<file path="config.mk">
export PLATFORM = sky130hd
export DESIGN_NAME = lnr_row_fifo
export DESIGN_NICKNAME = d
export VERILOG_FILES = /design/src/lnr_pkg.sv /design/src/lnr_row_fifo.sv
export SDC_FILE = /design/constraint.sdc
export NUM_CORES = 1
export LEC_CHECK = 0
export BUFFER_PORTS_ARGS = -buffer_cell sky130_fd_sc_hd__buf_4
export CAP_MARGIN = 20
export CORE_MARGIN = 8
export CORE_UTILIZATION = 52
export CTS_CLUSTER_SIZE = 10
export DETAILED_ROUTE_END_ITERATION = 16
export PLACE_DENSITY = 0.79
export SYNTH_ARGS = -nofsm -noshare
export SYNTH_HDL_FRONTEND = slang
export SYNTH_SLANG_ARGS = --single-unit
</file>
<file path="constraint.sdc">
create_clock -name clock -period 5.5 [get_ports clock]
set_input_delay 0.275 -clock clock [delete_from_list [all_inputs] [get_ports clock]]
set_output_delay 0.275 -clock clock [all_outputs]
set_load 0.01 [all_outputs]
</file>
<file path="src/lnr_pkg.sv">
`timescale 1ns / 1ps
`default_nettype none
// ---------------------------------------------------------------------------
// Layer normalization row unit package
// Shared constants, payload structures and the back end state type.
// ---------------------------------------------------------------------------
package lnr_pkg;

   localparam int MAX_ROW    = 64;
   localparam int ROOT_STEPS = 4;

   localparam int DATA_W  = 16;
   localparam int EPS_W   = 16;
   localparam int ROW_W   = $clog2(MAX_ROW);
   localparam int CNT_W   = ROW_W + 1;
   localparam int MEM_AW  = ROW_W + 1;
   localparam int SUM_W   = DATA_W + ROW_W;
   localparam int SQ_W    = 2 * DATA_W - 1 + ROW_W;
   localparam int NQ_W    = SQ_W + CNT_W;
   localparam int NN_W    = 2 * CNT_W - 1;
   localparam int CYC_W   = $clog2(NQ_W + 1);
   localparam int V_W     = 32;
   localparam int MANT_W  = 62;
   localparam int K_W     = 4;
   localparam int Y_W     = 32;
   localparam int MA_W    = 33;
   localparam int MP_W    = 65;
   localparam int STEP_W  = $clog2(ROOT_STEPS + 1);
   localparam int PH_W    = 3;
   localparam int Y20_W   = 23;
   localparam int D_W     = SUM_W + 2;
   localparam int P1_W    = D_W + DATA_W;
   localparam int MAG_W   = 64;
   localparam int QD_W    = 40;
   localparam int DIG_N   = 8;
   localparam int QD_CYC  = QD_W / DIG_N;
   localparam int O_W     = QD_W + 2;
   localparam int HALF_SH = 23;
   localparam int FULL_SH = 24;

   localparam logic [Y_W-1:0]   Y_INIT  = Y_W'(11) << 26;
   localparam logic [Y_W-1:0]   Y_MAX   = Y_W'(1) << 31;
   localparam logic [Y_W-1:0]   THREE_Q = Y_W'(3) << 30;
   localparam logic [EPS_W-1:0] EPS_RST = EPS_W'(1);

   localparam logic [PH_W-1:0] PH_SQUARE = 3'd0;
   localparam logic [PH_W-1:0] PH_MANT   = 3'd1;
   localparam logic [PH_W-1:0] PH_RESID  = 3'd2;
   localparam logic [PH_W-1:0] PH_SCALE  = 3'd3;
   localparam logic [PH_W-1:0] PH_UPDATE = 3'd4;

   typedef struct packed {
      logic [DATA_W-1:0] value;
      logic [DATA_W-1:0] scale;
      logic [DATA_W-1:0] shift;
   } elem_type;

   typedef struct packed {
      logic              en;
      logic [MEM_AW-1:0] addr;
      elem_type          data;
   } mem_wr_type;

   typedef struct packed {
      logic [CNT_W-1:0]        n;
      logic signed [SUM_W-1:0] sum;
      logic [SQ_W-1:0]         sq;
      logic                    bank;
   } row_desc_type;

   typedef enum logic [3:0] {
      B_IDLE, B_PREP, B_DIFF, B_VDIV, B_VADD, B_NORM, B_ROOT, B_ROUND,
      B_READ, B_DEV, B_MUL1, B_MUL2, B_SCALE, B_QDIV, B_OUT
   } back_state_type;

endpackage
`default_nettype wire

</file>
<file path="src/lnr_row_fifo.sv">
`timescale 1ns / 1ps
`default_nettype none
// ---------------------------------------------------------------------------
// Layer normalization row queue
// Two-entry queue of finished row descriptors between front and back.
// ---------------------------------------------------------------------------
module lnr_row_fifo (
   input  wire logic                  clock,
   input  wire logic                  reset,
   input  wire logic                  push,
   input  lnr_pkg::row_desc_type      push_data,
   input  wire logic                  pop,
   output logic                       head_valid,
   output lnr_pkg::row_desc_type      head_data
);

   lnr_pkg::row_desc_type entry_ff [2];
   logic       wr_ptr_ff, wr_ptr_in;
   logic       rd_ptr_ff, rd_ptr_in;
   logic [1:0] fill_ff, fill_in;
   logic       do_push, do_pop;

   assign head_valid = (fill_ff != 2'd0);
   assign head_data = entry_ff[rd_ptr_ff];
   assign do_push = push && (fill_ff != 2'd2);
   assign do_pop = pop && head_valid;

   always_comb begin
      wr_ptr_in = do_push ? !wr_ptr_ff : wr_ptr_ff;
      rd_ptr_in = do_pop ? !rd_ptr_ff : rd_ptr_ff;
      fill_in = fill_ff + 2'(do_push) - 2'(do_pop);
   end

   always_ff @(posedge clock) begin
      if (do_push) begin
         entry_ff[wr_ptr_ff] <= push_data;
      end
   end

   always_ff @(posedge clock) begin
      if (reset) begin
         wr_ptr_ff <= 1'b0;
         rd_ptr_ff <= 1'b0;
         fill_ff <= '0;
      end else begin
         wr_ptr_ff <= wr_ptr_in;
         rd_ptr_ff <= rd_ptr_in;
         fill_ff <= fill_in;
      end
   end

endmodule
`default_nettype wire

</file>
; ---- Yosys cells after proc, flatten, opt, wreduce, memory -nomap -nowiden
; Memories as Yosys holds them, arrays and structs flattened. A register that Yosys moved wholly into a read port is not among the register bits.
; Cells that the tools add are included.
[classes]
addsub = 2
eq_ne = 1
muxes = 4
n_reduce_logical = 5
[op_table]
columns = operator, n
row1 = $mux 1, 4
row2 = $add 2x1->2, 1
row3 = $logic_and 1x1->1, 2
row4 = $logic_not 1->1, 2
row5 = $ne 2x2->1 const B, 1
row6 = $reduce_bool 2->1, 1
row7 = $sub 2x1->2, 1
[totals]
regBits = 4
mem_bits_rw = 134
in_bits = 71
out_inout_bits = 68
word_cells = 16
mem_count = 1
[memory_table]
columns = name, depth, width, read_ports, rd_clocked_by_memory_dff, wr, line
row1 = entry_ff, 2, 67, 1, 1, 1, lnr_row_fifo.sv:17  ; lnr_pkg::row_desc_type entry_ff [2];

; ---- Longest topological paths before layout
; Gate-level depths: netlist (run 1).
[depth]
ltp_word = 4
depth_mapped = 6
mapped_depth_nobuf = 6

; ---- Least setup slack after synthesis (run 1)
; OpenSTA, ideal clock, no wires.
[synth_path]
path_kind = reg2reg
from = register fill_ff[0]
to = memory entry_ff[1][0] (netlist name), enable pin
setup_time_ns = 0.494
arrival_time_ns = 3.433
required_time_ns = 5.006
path_slack_ns = 1.573
stages_incl_launch_ff = 4
path_buffers = 0
synth_period_minus_slack_ns = 3.927
path_cell_list = dfxtp_1 nand2b_1 nand2_1 nor2_1
[synth_between]
elab_chain_cells = 4
[synth_rtl]
columns = element, line
row1 = "start, declared", lnr_row_fifo.sv:20  ; logic [1:0] fill_ff, fill_in;
row2 = "start signal, assigned", lnr_row_fifo.sv:48  ; fill_ff <= fill_in;
row3 = $ne 2x2->1, lnr_row_fifo.sv:25  ; assign do_push = push && (fill_ff != 2'd2);
row4 = $logic_and 1x1->1, lnr_row_fifo.sv:25
row5 = $mux 1, lnr_row_fifo.sv:35  ; if (do_push) begin
row6 = $mux 1 (implied by the code), lnr_row_fifo.sv:36  ; entry_ff[wr_ptr_ff] <= push_data;
row7 = "end, declared", lnr_row_fifo.sv:17
; Every way passes these cells.

==> impl_metrics.csv, run 1 <==
group,metric,value,unit
sta,slew_headroom,39.4,%
logic_synthesis,async_flop_share,0,%
logic_synthesis,synth-simple-area-share,1.35,%
global_route,grt_max_degree,38,
logic_synthesis,synth.area.top_cells,"edfxtp_1 (79%), mux2_2 (15%), dfxtp_1 (2.0%), buf_6 (0.66%), nor2_1 (0.44%)",
logic_synthesis,synth_top_family_by_area,"multiplexers",
sta,setup_violations,0,
sta,fin_tns_setup,0,ns
logic_synthesis,syn_area_per_cell,21.3,µm²
setup_path,worstSetupEndpointType,"output pin",
cts,ctsResizeCount,0,
detailed_routing,top_layer,"met4",
die,die_height,115,µm
die,die_w,115,µm
logic_synthesis,synth_ff_type,"edfxtp_1",
detailed_routing,num_vias,2954,
sta,finalHoldViolations,0,
die,rows,36,
cells_and_area,antennaDiodeCount,0,
cells_and_area,nets,532,
setup_path,r2r_start,"fill_ff[0]$_SDFF_PP0_",
placement,port_buffers,138,
detailed_routing,wire_per_inst,18.2,µm
detailed_routing,postRouteAntennaNets,0,
logic_synthesis,synth_xor_xnor_area_share,0.172,%
logic_synthesis,synth_compound_area_share,0.958,%
setup_path,r2r_cells,4,
cells_and_area,drive_gt1_share,50.7,%
cells_and_area,fillers,537,
logic_synthesis,syn_area,0.00509,mm²
setup_path,crit_path_start_kind,"flip-flop",
setup_path,cp_top_family,"flip-flops",
die,coreArea,0.00964,mm²
job,maxCapViolCount,0,
global_route,grt_pass1_vias,3206,
sta,rsz0062_at_grt,"false",
detailed_routing,route.met3.wl,888,µm
setup_path,arrival,2.48,ns
logic_synthesis,synthTopCellsByCount,"edfxtp_1 (134), mux2_2 (67), nor2_1 (6), dfxtp_1 (5)",
setup_path,slowest_delay,0.82,ns
detailed_routing,initialDrtViolationCount,160,
cts,cts_tree,"done",
detailed_routing,wl_met1,4.50,mm
logic_synthesis,synth.ff_latch_count,139,
placement,detailed_place_hpwl,6.63,mm
die,pin_count,139,
hold_path,hold-path-endpoint,"wr_ptr_ff$_SDFFE_PP0P_",
sta,worst_hold_slack,0.0966,ns
detailed_routing,drc,0,
sta,fin_ws,2.75,ns
placement,placedCellCount,506,
cts,cts-root-buf,"clkbuf_8",
detailed_routing,routed_wl,11.0,mm
setup_path,cp.required,5.22,ns
setup_path,cpMostUsedCell,"buf_4",
logic_synthesis,ys_warn_count,0,
die,die-area,0.0132,mm²
setup_path,cp_slowest_cell,"dfxtp_2",
setup_path,critical_path_class,"flip-flop to output pin",
logic_synthesis,ys_seq_area_share,81.0,%
cts,clk_latency,0.52,ns
logic_synthesis,muxShareOfSynthArea,15.0,%
global_route,grt_overflow,0,
setup_path,regToRegSetupSlack,3.12,ns
placement,place.gp.congestion,0.693,
sta,worst_pin_slew,0.906,ns
global_route,antenna_found_initial,0,
power_and_ir_drop,p_leak,0.00286,µW
logic_synthesis,yosysTopAreaCell,"edfxtp_1",
logic_synthesis,yosysMostFrequentCell,"edfxtp_1",
sta,fin_crit,2.75,ns
cts,h-tree-depth,4,
cells_and_area,syn2layout_area_growth,48.2,%
logic_synthesis,synth_edf_count,134,
cts,cts_max_path_buffers,2,
outcome,status,"finished, final reports clean",
logic_synthesis,synth_adder_area_share,0.246,%
power_and_ir_drop,peakVddDrop,240,µV
setup_path,path_max_fanout,35,
setup_path,path_cells,"buf_4 -> mux2_2 -> buf_4",
logic_synthesis,synth_top_area_share,79.0,%
sta,finalCritPeriodShare,50.1,%
sta,fin_skew,0.00738,ns
setup_path,cp.buffers_inverters,2,
setup_path,regToRegEndpoint,"entry_ff[1][57]$_DFFE_PP_",
global_route,grtUsageTotal,17.1,%
die,start_util,52.8,%
power_and_ir_drop,p_per_area,415,mW/mm²
sta,drv_slew,0,
hold_path,hp-class,"input pin to flip-flop",
detailed_routing,via_per_inst,4.87,
cts,clock-sinks,139,
cells_and_area,final_util,78.3,%
sta,fmax,0.363,GHz
hold_path,min_from,"push",
detailed_routing,dr_wl_met2,5.49,mm
cells_and_area,fin_cells,606,
global_route,grt_pass1_wl,16.6,mm
cts,cts_buffers,17,
detailed_routing,first_pass_iters,4,
hold_path,hold_path_depth,3,
placement,pre_cts_ws,3.11,ns
logic_synthesis,syn_nets,311,
logic_synthesis,synthCells,239,
cts,cts.clk_slew.worst_paths,0.06,ns
logic_synthesis,synth_cell_types,23,
==> kinds of logic after synthesis <==
family          count (synthesis)
flops                         139
mux                            68
simple gates                   14
buf+inv                         9
compound gates                  7
xor+xnor                        1
fa+ha+maj                       1
==> layout make-up <==
class / instances / area [µm²] / area share, %
clock inverters: 13 / 175 / 2.32
well taps: 133 / 166 / 2.20
flip-flops and latches: 139 / 4130 / 54.7
clock buffers: 19 / 422 / 5.59
inverters: 2 / 7.51 / 0.0995
repair buffers: 209 / 1740 / 23.0
multi-input cells: 91 / 912 / 12.1
==> state kept, by name, indices dropped and copies added (netlist names), named ones only <==
| register | cells |
|---|---|
| entry_ff | 134 |
| fill_ff | 2 |
| rd_ptr_ff | 1 |
| wr_ptr_ff | 1 |
==> worst max path at each step <==
stage                           from                   endpoint  cells after the start
2_1_floorplan  fill_ff[0]$_SDFF_PP0_   entry_ff[1][0]$_DFFE_PP_                      3
3_3_place_gp   fill_ff[0]$_SDFF_PP0_  entry_ff[1][15]$_DFFE_PP_                      4
3_5_place_dp   fill_ff[0]$_SDFF_PP0_   entry_ff[1][9]$_DFFE_PP_                      4
4_1_cts                    flip-flop              head_data[49]                      3
5_1_grt                    flip-flop              head_data[61]                      3
6_report                   flip-flop              head_data[61]                      3
==> cells in the final DEF, fill, tap and decap left out, types with 2 or more instances in the layout <==
master,netlist,final
nor2b_1,2,2
buf_4,1,141
clkbuf_16,0,16
clkinvlp_4,0,5
clkinv_2,0,2
edfxtp_1,134,134
clkbuf_1,0,2
dlygate4sd3_1,0,68
nand3_1,2,2
nor2_1,6,5
bufinv_16,0,4
dfxtp_1,5,4
mux2_2,67,67
o21ai_0,2,2
clkinv_1,0,2
==> power breakdown <==
part           internal [µW]  switching, µW
combinational            367            295
sequential              1290           55.7
clock                    730            395
==> routing by layer <==
layer	vias up	GRT usage [%]
li1	1383	-
met1	1451	18.7
met3	14	7.88
met5	-	0
met4	0	6.83
met2	106	28.3
==> stage by stage <==
stage,instance area (µm²),power [µW]
floorplan,5090,1700
global placement,6270,1980
detailed placement,6270,1990
CTS,7550,3160
global route,7550,3260
finish,7550,3130
==> what timing repair did <==
item / CTS / global route
endpoints found under the hold margin: 138 / 0
hold buffers: 68 / 0
buffers inserted: 0 / 0
==> worst reg2reg max path, cell delays in order (launching register included) <==
cell and delay [ns]:
dfxtp_1 0.44, nand2b_1 0.19, nand2_1 0.10, nor2_4 0.69
buf_4 0.57
Power figures use the tool's default switching activity.
==> run 2, diff against run 1 <==
Clock period 5.5 ns to 2.8 ns, I/O delays scaled along.
==> impl_metrics.csv, run 2 (synthesis gave the netlist of run 1 again) <==
group,metric,value,unit
power_and_ir_drop,p_per_area,811,mW/mm²
global_route,met3_usage,6.36,%
die,start_util,52.8,%
detailed_routing,num_vias,2978,
outcome,status,"finished, final reports clean",
sta,finalCritPeriodShare,79.4,%
die,die-area,0.0132,mm²
global_route,top_usage_layer,"met2",
sta,fin_crit,2.22,ns
detailed_routing,postRouteAntennaNets,0,
cts,cts_tree,"done",
setup_path,arrival,2.08,ns
cells_and_area,antennaDiodeCount,0,
cts,clock-sinks,139,
global_route,grt_pass1_wl,17.4,mm
power_and_ir_drop,power,6160,µW
cts,h-tree-depth,4,
cts,cts_max_path_buffers,2,
job,maxCapViolCount,0,
global_route,grtUsageTotal,17.7,%
setup_path,slowest_delay,0.74,ns
die,die_w,115,µm
cts,cts_buffers,17,
setup_path,crit_path_start_kind,"flip-flop",
global_route,grt_max_degree,36,
sta,drv_slew,0,
cts,cts-root-buf,"clkbuf_8",
setup_path,worstSetupEndpointType,"output pin",
cts,cts_setup_buffers,0,
detailed_routing,first_pass_iters,4,
die,rows,36,
die,die_height,115,µm
cts,cts.clk_slew.worst_paths,0.05,ns
cells_and_area,layout_common_cells,"buf_4 (142), edfxtp_1 (134), dlygate4sd3_1 (69)",
sta,finalHoldViolations,0,
global_route,grt_overflow,0,
die,pin_count,139,
detailed_routing,initialDrtViolationCount,146,
setup_path,cp.required,2.66,ns
die,coreArea,0.00964,mm²
detailed_routing,via_per_inst,4.88,
cts,clk_latency,0.49,ns
cells_and_area,syn2layout_area_growth,49.1,%
global_route,antenna_found_initial,0,
sta,fmax,0.450,GHz
sta,fin_skew,0.00654,ns
detailed_routing,drc,0,
sta,slew_headroom,56.9,%
setup_path,path_max_fanout,32,
sta,worst_pin_slew,0.646,ns
sta,worst_hold_slack,0.0696,ns
detailed_routing,routed_wl,11.3,mm
cells_and_area,drive_gt1_share,51.4,%
setup_path,cp_slowest_cell,"dfxtp_2",
cells_and_area,nets,536,
placement,place.gp.congestion,0.712,
sta,rsz0062_at_grt,"false",
cells_and_area,top_register,"entry_ff",
sta,setup_violations,0,
power_and_ir_drop,p_leak,0.00289,µW
hold_path,hp-class,"input pin to flip-flop",
cells_and_area,final_common_cell,"buf_4",
detailed_routing,wire_per_inst,18.6,µm
setup_path,path_cells,"buf_12 -> mux2_2 -> buf_4",
global_route,met2_usage,31.3,%
cells_and_area,largest_reg_flops,134,
placement,detailed_place_hpwl,6.73,mm
global_route,grt_pass1_vias,3335,
power_and_ir_drop,peakVddDrop,488,µV
sta,fin_tns_setup,0,ns
global_route,use_met1,18.8,%
setup_path,critical_path_class,"flip-flop to output pin",
placement,port_buffers,138,
cells_and_area,top_regs,"entry_ff x134, fill_ff x2",
-- run 2: cell types whose count changed in the layout (fill, tap and decap cells not counted) --
| cell | previous run | this run |
|---|---|---|
| inv_6 | 0 | 4 |
| buf_12 | 0 | 2 |
| clkinvlp_4 | 5 | 3 |
| buf_4 | 141 | 142 |
| bufinv_16 | 4 | 3 |
| clkbuf_1 | 2 | 1 |
| clkinv_1 | 2 | 1 |
| clkinv_2 | 2 | 3 |
| dlygate4sd3_1 | 68 | 69 |
-- run 2: layout make-up --
| cell class | count | area, µm² |
|---|---|---|
| Clock buffer | 18 | 418 |
| Multi-Input combinational cell | 91 | 912 |
| Timing Repair Buffer | 213 | 1800 |
| Fill cell | 534 | 2050 |
| Clock inverter | 14 | 166 |
| Tap cell | 133 | 166 |
| Inverter | 2 | 7.51 |
| Sequential cell | 139 | 4130 |
-- run 2: final timing paths --
kind / end / from / slack [ns] / depth (start not counted)
min reg2reg: rd_ptr_ff$_SDFFE_PP0P_ / rd_ptr_ff$_SDFFE_PP0P_ / 0.51 / 2
max: head_data[17] / flip-flop / 0.58 / 3
max reg2reg: entry_ff[0][8]$_DFFE_PP_ / fill_ff[0]$_SDFF_PP0_ / 1.00 / 4
min: rd_ptr_ff$_SDFFE_PP0P_ / pop / 0.07 / 4
-- run 2: per-stage QoR --
stage	cells	area (µm²)	worst slack (ns)	utilization (%)
2_1_floorplan	239	5090	0.0211	-
3_3_place_gp	509	6320	1.05	65.5
3_5_place_dp	509	6320	0.965	65.5
4_1_cts	610	7590	0.531	78.8
5_1_grt	610	7590	0.460	78.8
6_report	610	7590	0.576	78.8
-- run 2: routing by layer --
metal | routed length (µm) | share of wire [%] | vias up
met5 | 0 | 0 | -
met4 | 211 | 1.9 | 0
met3 | 821 | 7.2 | 17
met2 | 6060 | 53 | 114
met1 | 4260 | 38 | 1450
li1 | - | - | 1397
-- run 2: what timing repair did --
| item | 4_1_cts | 5_1_grt |
|---|---|---|
| hold buffers | 69 | 0 |
| hold endpoints to repair | 139 | 0 |
| resized for setup | 0 | 0 |
-- run 2: worst max-delay path: cells and delay by family (launching register included) --
kind | cells | cell delay, ns
buffers and inverters | 2 | 0.44
muxes | 1 | 0.38
DFF | 1 | 0.74
-- run 2: where the power goes --
group / internal [µW] / switching (µW)
clock: 1360 / 821
combinational: 750 / 594
sequential: 2530 / 101
