**config.mk**
```make
export PLATFORM = sky130hd
export DESIGN_NAME = lnr_front_flat
export DESIGN_NICKNAME = d
export VERILOG_FILES = /design/src/lnr_pkg.sv /design/src/lnr_ifs.sv /design/src/lnr_front.sv /design/src/flat_wrapper.sv
export SDC_FILE = /design/constraint.sdc
export NUM_CORES = 1
export LEC_CHECK = 0
export BUFFER_PORTS_ARGS = -buffer_cell sky130_fd_sc_hd__buf_4
export CORE_MARGIN = 10
export CORE_UTILIZATION = 23
export DETAILED_ROUTE_END_ITERATION = 6
export SYNTH_ARGS = -nofsm -noshare
export SYNTH_HDL_FRONTEND = slang
export SYNTH_SLANG_ARGS = --single-unit
export TNS_END_PERCENT = 30
```
**constraint.sdc**
```tcl
create_clock -name clock -period 15.9 [get_ports clock]
set_input_delay 0.795 -clock clock [delete_from_list [all_inputs] [get_ports clock]]
set_output_delay 0.795 -clock clock [all_outputs]
set_load 0.01 [all_outputs]
```
**src/lnr_pkg.sv**
```systemverilog
`timescale 1ns / 1ps
`default_nettype none
// ---------------------------------------------------------------------------
// Layer normalization row unit package
// Shared constants, payload structures and the back end state type.
// ---------------------------------------------------------------------------
package lnr_pkg;

   localparam int MAX_ROW    = 64;
   localparam int ROOT_STEPS = 4;

   localparam int DATA_W  = 16;
   localparam int EPS_W   = 16;
   localparam int ROW_W   = $clog2(MAX_ROW);
   localparam int CNT_W   = ROW_W + 1;
   localparam int MEM_AW  = ROW_W + 1;
   localparam int SUM_W   = DATA_W + ROW_W;
   localparam int SQ_W    = 2 * DATA_W - 1 + ROW_W;
   localparam int NQ_W    = SQ_W + CNT_W;
   localparam int NN_W    = 2 * CNT_W - 1;
   localparam int CYC_W   = $clog2(NQ_W + 1);
   localparam int V_W     = 32;
   localparam int MANT_W  = 62;
   localparam int K_W     = 4;
   localparam int Y_W     = 32;
   localparam int MA_W    = 33;
   localparam int MP_W    = 65;
   localparam int STEP_W  = $clog2(ROOT_STEPS + 1);
   localparam int PH_W    = 3;
   localparam int Y20_W   = 23;
   localparam int D_W     = SUM_W + 2;
   localparam int P1_W    = D_W + DATA_W;
   localparam int MAG_W   = 64;
   localparam int QD_W    = 40;
   localparam int DIG_N   = 8;
   localparam int QD_CYC  = QD_W / DIG_N;
   localparam int O_W     = QD_W + 2;
   localparam int HALF_SH = 23;
   localparam int FULL_SH = 24;

   localparam logic [Y_W-1:0]   Y_INIT  = Y_W'(11) << 26;
   localparam logic [Y_W-1:0]   Y_MAX   = Y_W'(1) << 31;
   localparam logic [Y_W-1:0]   THREE_Q = Y_W'(3) << 30;
   localparam logic [EPS_W-1:0] EPS_RST = EPS_W'(1);

   localparam logic [PH_W-1:0] PH_SQUARE = 3'd0;
   localparam logic [PH_W-1:0] PH_MANT   = 3'd1;
   localparam logic [PH_W-1:0] PH_RESID  = 3'd2;
   localparam logic [PH_W-1:0] PH_SCALE  = 3'd3;
   localparam logic [PH_W-1:0] PH_UPDATE = 3'd4;

   typedef struct packed {
      logic [DATA_W-1:0] value;
      logic [DATA_W-1:0] scale;
      logic [DATA_W-1:0] shift;
   } elem_type;

   typedef struct packed {
      logic              en;
      logic [MEM_AW-1:0] addr;
      elem_type          data;
   } mem_wr_type;

   typedef struct packed {
      logic [CNT_W-1:0]        n;
      logic signed [SUM_W-1:0] sum;
      logic [SQ_W-1:0]         sq;
      logic                    bank;
   } row_desc_type;

   typedef enum logic [3:0] {
      B_IDLE, B_PREP, B_DIFF, B_VDIV, B_VADD, B_NORM, B_ROOT, B_ROUND,
      B_READ, B_DEV, B_MUL1, B_MUL2, B_SCALE, B_QDIV, B_OUT
   } back_state_type;

endpackage
`default_nettype wire

```
**src/lnr_ifs.sv**
```systemverilog
`timescale 1ns / 1ps
`default_nettype none
// ---------------------------------------------------------------------------
// Layer normalization row unit channels
// Element, result and register write channels with valid and ready.
// ---------------------------------------------------------------------------
interface lnr_req_if;
   logic                              valid;
   logic                              ready;
   logic signed [lnr_pkg::DATA_W-1:0] value_in;
   logic signed [lnr_pkg::DATA_W-1:0] scale_in;
   logic signed [lnr_pkg::DATA_W-1:0] shift_in;
   logic                              row_end;
   modport source (output valid, value_in, scale_in, shift_in, row_end, input ready);
   modport sink (input valid, value_in, scale_in, shift_in, row_end, output ready);
endinterface

`default_nettype wire

```
**src/lnr_front.sv**
```systemverilog
`timescale 1ns / 1ps
`default_nettype none
// ---------------------------------------------------------------------------
// Layer normalization front end
// Accepts element beats, writes the row buffer and accumulates statistics.
// ---------------------------------------------------------------------------
module lnr_front (
   input  wire logic                  clock,
   input  wire logic                  reset,
   lnr_req_if.sink                    req_bus,
   input  wire logic                  row_done,
   output lnr_pkg::mem_wr_type        mem_wr,
   output lnr_pkg::row_desc_type      desc,
   output logic                       desc_push
);

   logic [lnr_pkg::CNT_W-1:0]        count_ff, count_in;
   logic signed [lnr_pkg::SUM_W-1:0] sum_ff, sum_in, sum_nx;
   logic [lnr_pkg::SQ_W-1:0]         sq_ff, sq_in, sq_nx;
   logic                             bank_ff, bank_in;
   logic [1:0]                       pending_ff, pending_in;
   logic                             accept, last;
   logic signed [2*lnr_pkg::DATA_W-1:0] xx;

   assign req_bus.ready = (pending_ff != 2'd2);
   assign accept = req_bus.valid && req_bus.ready;
   assign last = req_bus.row_end || (count_ff == lnr_pkg::CNT_W'(lnr_pkg::MAX_ROW - 1));
   assign xx = req_bus.value_in * req_bus.value_in;
   assign sum_nx = sum_ff + lnr_pkg::SUM_W'(req_bus.value_in);
   assign sq_nx = sq_ff + lnr_pkg::SQ_W'(xx[2*lnr_pkg::DATA_W-2:0]);

   assign mem_wr.en = accept;
   assign mem_wr.addr = {bank_ff, count_ff[lnr_pkg::ROW_W-1:0]};
   assign mem_wr.data = {req_bus.value_in, req_bus.scale_in, req_bus.shift_in};

   assign desc.n = count_ff + lnr_pkg::CNT_W'(1);
   assign desc.sum = sum_nx;
   assign desc.sq = sq_nx;
   assign desc.bank = bank_ff;
   assign desc_push = accept && last;

   always_comb begin
      count_in = count_ff;
      sum_in = sum_ff;
      sq_in = sq_ff;
      bank_in = bank_ff;
      if (desc_push) begin
         count_in = '0;
         sum_in = '0;
         sq_in = '0;
         bank_in = !bank_ff;
      end else if (accept) begin
         count_in = count_ff + lnr_pkg::CNT_W'(1);
         sum_in = sum_nx;
         sq_in = sq_nx;
      end
      pending_in = pending_ff + 2'(desc_push) - 2'(row_done);
   end

   always_ff @(posedge clock) begin
      if (reset) begin
         count_ff <= '0;
         sum_ff <= '0;
         sq_ff <= '0;
         bank_ff <= 1'b0;
         pending_ff <= '0;
      end else begin
         count_ff <= count_in;
         sum_ff <= sum_in;
         sq_ff <= sq_in;
         bank_ff <= bank_in;
         pending_ff <= pending_in;
      end
   end

endmodule
`default_nettype wire

```
**src/flat_wrapper.sv**
```systemverilog
// flat-port wrapper written by rule: the top's interface ports become plain ports
module lnr_front_flat 
  (clock, reset, row_done, mem_wr, desc, desc_push, req_bus_valid, req_bus_value_in, req_bus_scale_in, req_bus_shift_in, req_bus_row_end, req_bus_ready);
  lnr_req_if req_bus_i ();
  input  wire logic clock;
  input  wire logic reset;
  input  wire logic row_done;
  output lnr_pkg::mem_wr_type mem_wr;
  output lnr_pkg::row_desc_type desc;
  output logic desc_push;
  input wire logic [$bits(req_bus_i.valid)-1:0] req_bus_valid;
  input wire logic [$bits(req_bus_i.value_in)-1:0] req_bus_value_in;
  input wire logic [$bits(req_bus_i.scale_in)-1:0] req_bus_scale_in;
  input wire logic [$bits(req_bus_i.shift_in)-1:0] req_bus_shift_in;
  input wire logic [$bits(req_bus_i.row_end)-1:0] req_bus_row_end;
  output wire logic [$bits(req_bus_i.ready)-1:0] req_bus_ready;
  assign req_bus_i.valid = req_bus_valid;
  assign req_bus_i.value_in = req_bus_value_in;
  assign req_bus_i.scale_in = req_bus_scale_in;
  assign req_bus_i.shift_in = req_bus_shift_in;
  assign req_bus_i.row_end = req_bus_row_end;
  assign req_bus_ready = req_bus_i.ready;
  lnr_front u_core (.clock(clock), .reset(reset), .req_bus(req_bus_i), .row_done(row_done), .mem_wr(mem_wr), .desc(desc), .desc_push(desc_push));
endmodule
```
# Yosys cells after proc, flatten, opt, wreduce, memory -nomap -nowiden

Index checks and enable logic that the tools add are counted.

Bits in registers: 69
Word-level logic and storage cells: 18
Output and inout bits: 125
Input bits: 53

Multiply operators: 1
Reductions and logical operators: 5
Add/sub/neg operators: 5
Equal/unequal tests: 2

Operators with widths:

| cell                | number |
|---|---|
| $add 37x31->37      | 1 |
| $mul 16x16->31      | 1 |
| $add 22x16->22      | 1 |
| $add 7x1->7 const B | 1 |
| $eq 7x6->1 const B  | 1 |
| $add 2x1->2         | 1 |
| $logic_and 1x1->1   | 2 |
| $ne 2x2->1 const B  | 1 |
| $reduce_or 2->1     | 1 |
| $sub 2x1->2         | 1 |
| $logic_not 1->1     | 1 |
| $logic_or 1x1->1    | 1 |

# Logic depth before layout (Yosys ltp)

Gate-level depths: netlist of run 1.

Word-level depth: 5
Gate-level depth with buffers: 34
Mapped depth without buffers: 33

# Worst setup path before layout of run 1

No wires, ideal clock.

Path kind: in2out
Start: input port req_bus_value_in[4]
End: output port desc[35] (netlist bit)
Buffers on the path: 2
Data arrival time: 8315 ps
Data required time: 15105 ps
Setup slack: 6790 ps
Stages: 32
Cell sequence: clkbuf_1 clkbuf_1 nand2_1 fa_1 fa_1 fa_1 inv_1 fa_1 fa_1 inv_1 fa_1 inv_1 ha_1 a21oi_1 o21ai_0 a31oi_1 o21ai_1 a21oi_1 o21bai_1 a21o_1 a21oi_1 xnor2_1 ha_1 nand2_1 nor2_1 a211oi_1 a21oi_1 o31ai_1 a211oi_2 o41ai_2 nor2_1 xor2_1

RTL lines:

| element     | RTL line           | text |
|---|---|---|
| from (decl) | flat_wrapper.sv:12 | `input wire logic [$bits(req_bus_i.value_in)-1:0] req_bus_value_in;` |
| to (decl)   | flat_wrapper.sv:9  | `output lnr_pkg::row_desc_type desc;` |

==> impl_metrics.toml, run 1 <==
[clock_tree]
hold_buffers = 0
cts_buffer_depth = 2
clkTransAtPathRegs_ns = 0.06
cts_sinks = 69
post-cts-setup-buffer-count = 0
htreeDepth = 3
cts_resized = 0
numCtsBuffers = 9
cts-root-buf = "clkbuf_16"
cts_tree = "built"
clk_latency_ns = 0.38

[die]
ioPinCount = 178
core_area_um2 = 61500
die_h_um = 269
rows = 91
die_w_um = 269
initial_core_util_pct = 23.2
die_area_um2 = 72200

[logic_synthesis]
synth_edf_count = 0
avgSynthCellArea_um2 = 8.49
async_reset_ff_share_pct = 0
yosysSeqAreaShare_pct = 9.70
syn_area_um2 = 14200
synth_top_flop_cell = "dfxtp_1"
syn_inst = 1676
yosys_warnings = 0
yosys-top-cells-area = "fa_1 32%, ha_1 13%, dfxtp_1 9.7%"
yosys.area.top_type = "fa_1"
synth-seq-cells = 69
syn_nets = 2103
yosysTopAreaCellShare_pct = 32.1
synth_cell_type_count = 63

[status]
outcome = "completed"

[setup_path]
cp_common_cell = "fa_1"
startpoint_type = "input port"
max_stage_delay_ns = 0.65
worstPathRequired_ns = 15.11
arrival_ns = 9.20
worst_path_max_delay_cell = "o41ai_2"
cp_max_fo = 14
endpoint_kind = "output port"
path_class = "input port to output port"

[drt]
wl_per_cell_um = 15.5
drt_iter0_markers = 578
routed_wl_um = 38800
detail-route-antenna-nets = 0
dr.pass1.iters = 5
viasPerCell = 4.35
vias = 10900
drc = 0

[timing]
drv_slew = 0
slew_headroom_pct = 40.0
worst_pin_slew_ns = 0.896
fmax_mhz = 100
fin_crit_ns = 9.99
setup_tns_ns = 0
hold_viol = 0
post-route-period-util_pct = 62.8
fin_worst_skew_ns = 0.0202
rsz0062_at_grt = "false"
setup_slack_ns = 5.91
setup_viol = 0

[final_layout]
fin_nets = 2134
fillers = 6700
layoutNonFillerInstCount = 2502
antenna-diode-count = 0
syn_to_final_growth_pct = 11.4
layout-drive-gt1-share_pct = 9.46

[global_routing]
grt_pass1_wl_um = 63400
grt_usage_pct = 11.2
antenna_found_initial = 4
grt-ovfl-total = 0
grt_pass1_vias = 11200
grt_max_degree = 71

[place]
placed_cells = 2486
io_buffers = 113
routabilityCongestion = 0.851
place_ws_ns = 5.92
post-dp-hpwl_um = 31900

[run]
max_cap_violations = 0

[worst_hold_path]
hold_class = "register to register"
==> cells in the mapped netlist, types with 8 or more instances <==
| cell | count |
|---|---|
| and3_1 | 8 |
| inv_1 | 342 |
| buf_4 | 57 |
| xnor2_1 | 78 |
| a31oi_1 | 10 |
| and2_1 | 32 |
| a211oi_1 | 11 |
| o21a_1 | 10 |
| o21ai_0 | 25 |
| or3_1 | 9 |
| a21o_1 | 29 |
| clkbuf_1 | 32 |
| fa_1 | 228 |
| nand2_1 | 188 |
| o21bai_1 | 13 |
| dfxtp_1 | 69 |
| ha_1 | 146 |
| nor3_1 | 12 |
| nor2_1 | 90 |
| nand2b_1 | 8 |
| nor2b_1 | 11 |
| a21oi_1 | 113 |
| nand3_1 | 21 |
| o21ai_1 | 8 |
| xor2_1 | 38 |
==> worst max-delay path, delay by kind of cell <==
family,cells,cell delay [ns]
AO/OA/AOI/OAI,13,3.20
XOR/XNOR,2,0.34
adder cells (fa/ha/maj),8,3.68
buffers and inverters,7,0.78
AND/OR/NAND/NOR,4,0.36
==> cell families after synthesis <==
family,count (synthesis),share of synthesized area [%]
AOI/OAI and AO/OA,273,12.4
buffers and inverters,442,13.2
muxes,3,0.220
DFF,69,9.70
and+or+nand+nor,399,12.4
xor gates and xnor gates,116,7.14
adders and majority gates,374,44.9
==> stage by stage <==
| stage | cell area [µm²] | hold slack [ns] | util (%) |
|---|---|---|---|
| final | 15900 | 0.460 | 25.8 |
| after global routing | 15900 | 0.476 | 25.8 |
| after CTS | 15900 | 0.460 | 25.8 |
| after detailed placement | 15500 | 0.452 | 25.3 |
| after global placement | 15500 | 0.448 | 25.3 |
| after floorplan | 14200 | 0.436 | - |
==> path summary, 6_finish.rpt <==
check	start	to	slack (ns)	depth (start not counted)
worst max-delay path	req_bus_value_in[10]	desc[35]	5.91	34
worst max register to register	u_core.sum_ff[0]	u_core.sum_ff[21]	12.70	10
worst min-delay path	u_core.sum_ff[14]	u_core.sum_ff[14]	0.46	2
worst min register to register	u_core.sum_ff[14]	u_core.sum_ff[14]	0.46	2
==> state kept, by name, summed over array words and instances (netlist names) <==
signal             flops
u_core.sq_ff          37
u_core.sum_ff         22
u_core.pending_ff      2
u_core.bank_ff         1
u_core.count_ff        7
==> metal layers <==
metal  track usage [%]  part of all wire [%]  vias up
li1                  -                     -     5274
met1              15.3                    46     5333
met2              17.6                    45      253
met3              3.33                   7.7       23
met4              1.85                  0.93        2
met5                 0                 0.018        -
==> cell type report <==
cell class	count	area, µm²	area share (%)
multi-input combinational	1165	11000	69.3
timing repair buffer	116	871	5.49
clock buffer	9	225	1.42
sequential	69	1380	8.71
tap	790	988	6.24
clock inverter	7	103	0.647
inverter	346	1300	8.19
==> layout by cell type, fill, tap and decap left out, drive strengths merged, types with 11 or more instances in the layout <==
cell and n:
a211oi 12, a21o 29, a21oi 114, and2 32, buf 116, dfxtp 69, fa 228, ha 146
inv 348, nand2 188, nand3 21, nor2 90, nor2b 11, nor3 13, o21a 11, o21ai 33
o21bai 13, xnor2 78, xor2 38
Power of run 1 is not shown: default switching activity piles up to over one toggle a cycle in this logic, so the estimate is an artifact.
==> run 2: changes to the inputs <==
==> constraint.sdc (replaced) <==
create_clock -name clock -period 8.5 [get_ports clock]
set_input_delay 0.425 -clock clock [delete_from_list [all_inputs] [get_ports clock]]
set_output_delay 0.425 -clock clock [all_outputs]
set_load 0.01 [all_outputs]
==> impl_metrics.toml, run 2 (synthesis results as in run 1) <==
[setup_path]
startpoint_type = "input port"
cp_common_cell = "fa_1"
worst_path_max_delay_cell = "fa_1"
worstRegToRegCells = 10
arrival_ns = 7.79
r2r-start = "u_core.sum_ff[1]"
endpoint_kind = "output port"
max_stage_delay_ns = 0.55
worstPathRequired_ns = 8.08
reg2reg_slack_ns = 5.10
path_class = "input port to output port"
cp_max_fo = 8
rr_endpoint = "u_core.sum_ff[21]"

[die]
die_h_um = 269
initial_core_util_pct = 23.2
die_w_um = 269
die_area_um2 = 72200
rows = 91
core_area_um2 = 61500
ioPinCount = 178

[global_routing]
antenna_found_initial = 0
grt_pass1_vias = 11500
grt-busiest-layer = "met2"
grt_pass1_wl_um = 64800
grt_usage_pct = 11.6
grt_max_degree = 71
grt-ovfl-total = 0
grtUsageMet2_pct = 18.4
met1_usage_pct = 15.9
grt_use_met3_pct = 2.77

[worst_hold_path]
hold_path_end = "u_core.pending_ff[0]"
hp-start = "reset"
hold_class = "input port to register"
hold_depth = 2

[timing]
post-route-period-util_pct = 96.6
drv_slew = 0
setup_viol = 0
fin_worst_skew_ns = 0.0132
hold_viol = 0
timing.hold.ws_ns = 0.256
worst_pin_slew_ns = 0.895
slew_headroom_pct = 40.3
fin_crit_ns = 8.21
fmax_mhz = 122

[clock_tree]
cts-root-buf = "clkbuf_16"
clk_latency_ns = 0.37
clkTransAtPathRegs_ns = 0.07
numCtsBuffers = 9
cts_buffer_depth = 2
htreeDepth = 3
cts_tree = "built"
hold_buffers = 0
cts_sinks = 69

[final_layout]
top_regs = "u_core.sq_ff x37, u_core.sum_ff x22, u_core.count_ff x7"
fillers = 6653
final_cell_mix = "340 x inv_1, 227 x fa_1, 183 x nand2_1, 173 x buf_4, 139 x ha_1"
fin_nets = 2194
antenna-diode-count = 0
seqCellArea_um2 = 1380
syn_to_final_growth_pct = 15.9
mostFrequentLayoutCell = "inv_1"
top_register = "u_core.sq_ff"
layout-drive-gt1-share_pct = 14.8
largest_register_ffs = 37
multi_input_area_um2 = 11200

[drt]
vias = 11200
viasPerCell = 4.37
drc = 0
drt_iter0_markers = 606
detail-route-antenna-nets = 0
routed_wl_um = 40700
wl_per_cell_um = 15.9
dr.pass1.iters = 5

[place]
io_buffers = 113
post-dp-hpwl_um = 34000
routabilityCongestion = 0.897

[run]
max_cap_violations = 0

[status]
outcome = "completed"
[run 2: cell type report]
class                   count  area share (%)
multi-input cells        1165            67.7
flip-flops and latches     69            8.37
repair buffers            176            8.07
inverters                 346            7.89
well taps                 790            5.99
clock buffers               9            1.36
clock inverters             7           0.629
[run 2: critical path, delay by kind of cell]
family / cells / cell delay, ns
xor+xnor: 2 / 0.51
simple gates: 5 / 1.26
compound gates: 7 / 1.09
fa+ha+maj: 8 / 3.78
buf+inv: 7 / 0.70
[run 2: worst max-delay path by stage]
stage,from,end,slack [ns],depth (start not counted)
floorplan,req_bus_value_in[4],desc[35],0.13,32
global placement,req_bus_value_in[4],desc[37],-0.04,34
detailed placement,req_bus_value_in[4],desc[35],-0.18,34
CTS,req_bus_value_in[4],desc[35],0.03,33
global route,req_bus_value_in[5],desc[33],-0.03,34
finish,req_bus_value_in[5],desc[26],0.29,29
[run 2: layer usage]
layer	routed length [µm]	vias to the layer above
li1	-	5401
met1	19100	5560
met2	18800	218
met3	2480	28
met4	379	0
met5	0	-
[run 2: through the flow]
step	cells	utilization (%)	worst slack, ns	setup TNS (ns)	area (µm²)
global route	2562	26.8	-0.0297	-0.0708	16500
floorplan	1676	-	0.130	0	14200
global placement	2535	25.8	-0.0423	-0.0844	15900
detailed placement	2535	25.8	-0.179	-0.442	15900
CTS	2551	26.4	0.0284	0	16200
finish	2562	26.8	0.287	0	16500
[run 2: timing repair]
| item | 4_1_cts | 5_1_grt |
|---|---|---|
| hold endpoints to repair | 0 | 0 |
| setup endpoints to repair | 3 | 12 |
| pin swaps | 0 | 20 |
| resized for setup | 3 | 46 |
| setup buffers | 0 | 11 |
Power of run 2 is left out for the same reason.
==> run 3: changes to the inputs <==
--- a/config.mk
+++ b/config.mk
@@ -9,6 +9,7 @@
 export CORE_MARGIN = 10
 export CORE_UTILIZATION = 23
 export DETAILED_ROUTE_END_ITERATION = 6
+export PLACE_DENSITY = 0.51
 export SYNTH_ARGS = -nofsm -noshare
 export SYNTH_HDL_FRONTEND = slang
 export SYNTH_SLANG_ARGS = --single-unit
==> impl_metrics.toml, run 3 (synthesis results as in run 1) <==
[timing]
fin_worst_skew_ns = 0.0207
hold_viol = 0
timing.hold.ws_ns = 0.260
slew_headroom_pct = 43.5
setup_slack_ns = 0.342
post-route-period-util_pct = 96.0
fmax_mhz = 123
drv_slew = 0
worst_pin_slew_ns = 0.847
fin_crit_ns = 8.16
setup_viol = 0

[setup_path]
endpoint_kind = "output port"
cp_max_fo = 8
worstPathRequired_ns = 8.08
startpoint_type = "input port"
path_buf_inv = 8
reg2reg_slack_ns = 5.19
worst_path_max_delay_cell = "fa_1"
worstRegToRegCells = 8
r2r-start = "u_core.count_ff[0]"
rr_endpoint = "u_core.sq_ff[12]"
arrival_ns = 7.73
cp_common_cell = "fa_1"
path_class = "input port to output port"
max_stage_delay_ns = 0.55
cpLargestDelayFamily = "adder cells"

[drt]
viasPerCell = 4.36
drt_iter0_markers = 528
dr.pass1.iters = 4
met3WireLength_um = 2340
drc = 0
detail-route-antenna-nets = 0
wl_per_cell_um = 16.5
routed_wl_um = 42500
vias = 11200
drt-met1-wl_um = 19800
maxUsedRoutingLayer = "met4"
wl_met2_um = 19800

[final_layout]
final_cell_mix = "342 x inv_1, 228 x fa_1, 187 x buf_4, 181 x nand2_1, 139 x ha_1"
fin_nets = 2210
top_regs = "u_core.sq_ff x37, u_core.sum_ff x22, u_core.count_ff x7"
layout-drive-gt1-share_pct = 15.1
mostFrequentLayoutCell = "inv_1"
postLayoutCoreUtil_pct = 27.0
syn_to_final_growth_pct = 16.5
final_area_um2 = 16600
top_register = "u_core.sq_ff"
largest_register_ffs = 37

[die]
die_h_um = 269
rows = 91
initial_core_util_pct = 23.2
die_area_um2 = 72200
die_w_um = 269
core_area_um2 = 61500
ioPinCount = 178

[global_routing]
grt_pass1_wl_um = 67800
grt_pass1_vias = 11900
grt_max_degree = 64
antenna_found_initial = 1
grt_usage_pct = 12.1
grt-ovfl-total = 0

[clock_tree]
htreeDepth = 3
numCtsBuffers = 9
cts_sinks = 69
clk_latency_ns = 0.38
clkTransAtPathRegs_ns = 0.07
hold_buffers = 0
cts-root-buf = "clkbuf_16"
cts_buffer_depth = 2
cts_tree = "built"

[place]
place_ws_ns = 0.0577
io_buffers = 113
post-dp-hpwl_um = 35700
place_area_um2 = 16100
routabilityCongestion = 0.858

[worst_hold_path]
hold_class = "input port to register"
hold_depth = 2
hold_path_end = "u_core.pending_ff[1]"
hp-start = "reset"

[run]
max_cap_violations = 0

[status]
outcome = "completed"
-- run 3: worst register-to-register path, cell delays in order (launching register included) --
cell and delay (ns):
dfxtp_1 0.36, ha_1 0.26, and3_1 0.26, and3_1 0.24, nor2b_1 0.14, o21ai_1 0.41, nand2_4 0.57, nor2_1 0.81
a32o_1 0.22
-- run 3: what timing repair did --
item	CTS	global route
setup buffers	0	6
endpoints found under the setup margin	2	10
gates resized for setup	1	41
pin swaps	0	24
-- run 3: layout make-up --
type	count	area, µm²
clock inverter	7	72.6
multi-input combinational	1165	11100
tap	790	988
antenna	1	2.50
inverter	346	1300
fill	6699	44900
clock buffer	9	225
sequential	69	1380
timing repair buffer	192	1460
-- run 3: per-layer routing --
layer  vias up  global-route usage [%]
met1      5577                    16.2
met5         -                       0
li1       5426                       -
met3        32                    2.99
met2       212                    19.5
met4         0                    2.40
-- run 3: through the flow --
stage	TNS (ns)	instances
6_report	0	2579
5_1_grt	-0.127	2579
4_1_cts	0	2572
3_5_place_dp	0	2556
3_3_place_gp	-0.0182	2556
2_1_floorplan	0	1676
-- run 3: worst max-delay path by stage --
stage,startpoint,end,slack (ns),cells after the start
floorplan,req_bus_value_in[4],desc[35],0.13,32
global placement,req_bus_value_in[10],desc[37],-0.01,36
detailed placement,req_bus_value_in[5],desc[35],0.06,35
CTS,req_bus_value_in[11],desc[35],0.08,34
global route,req_bus_value_in[5],desc[35],-0.08,35
finish,req_bus_value_in[5],desc[35],0.34,32
Power of run 3 is left out for the same reason.
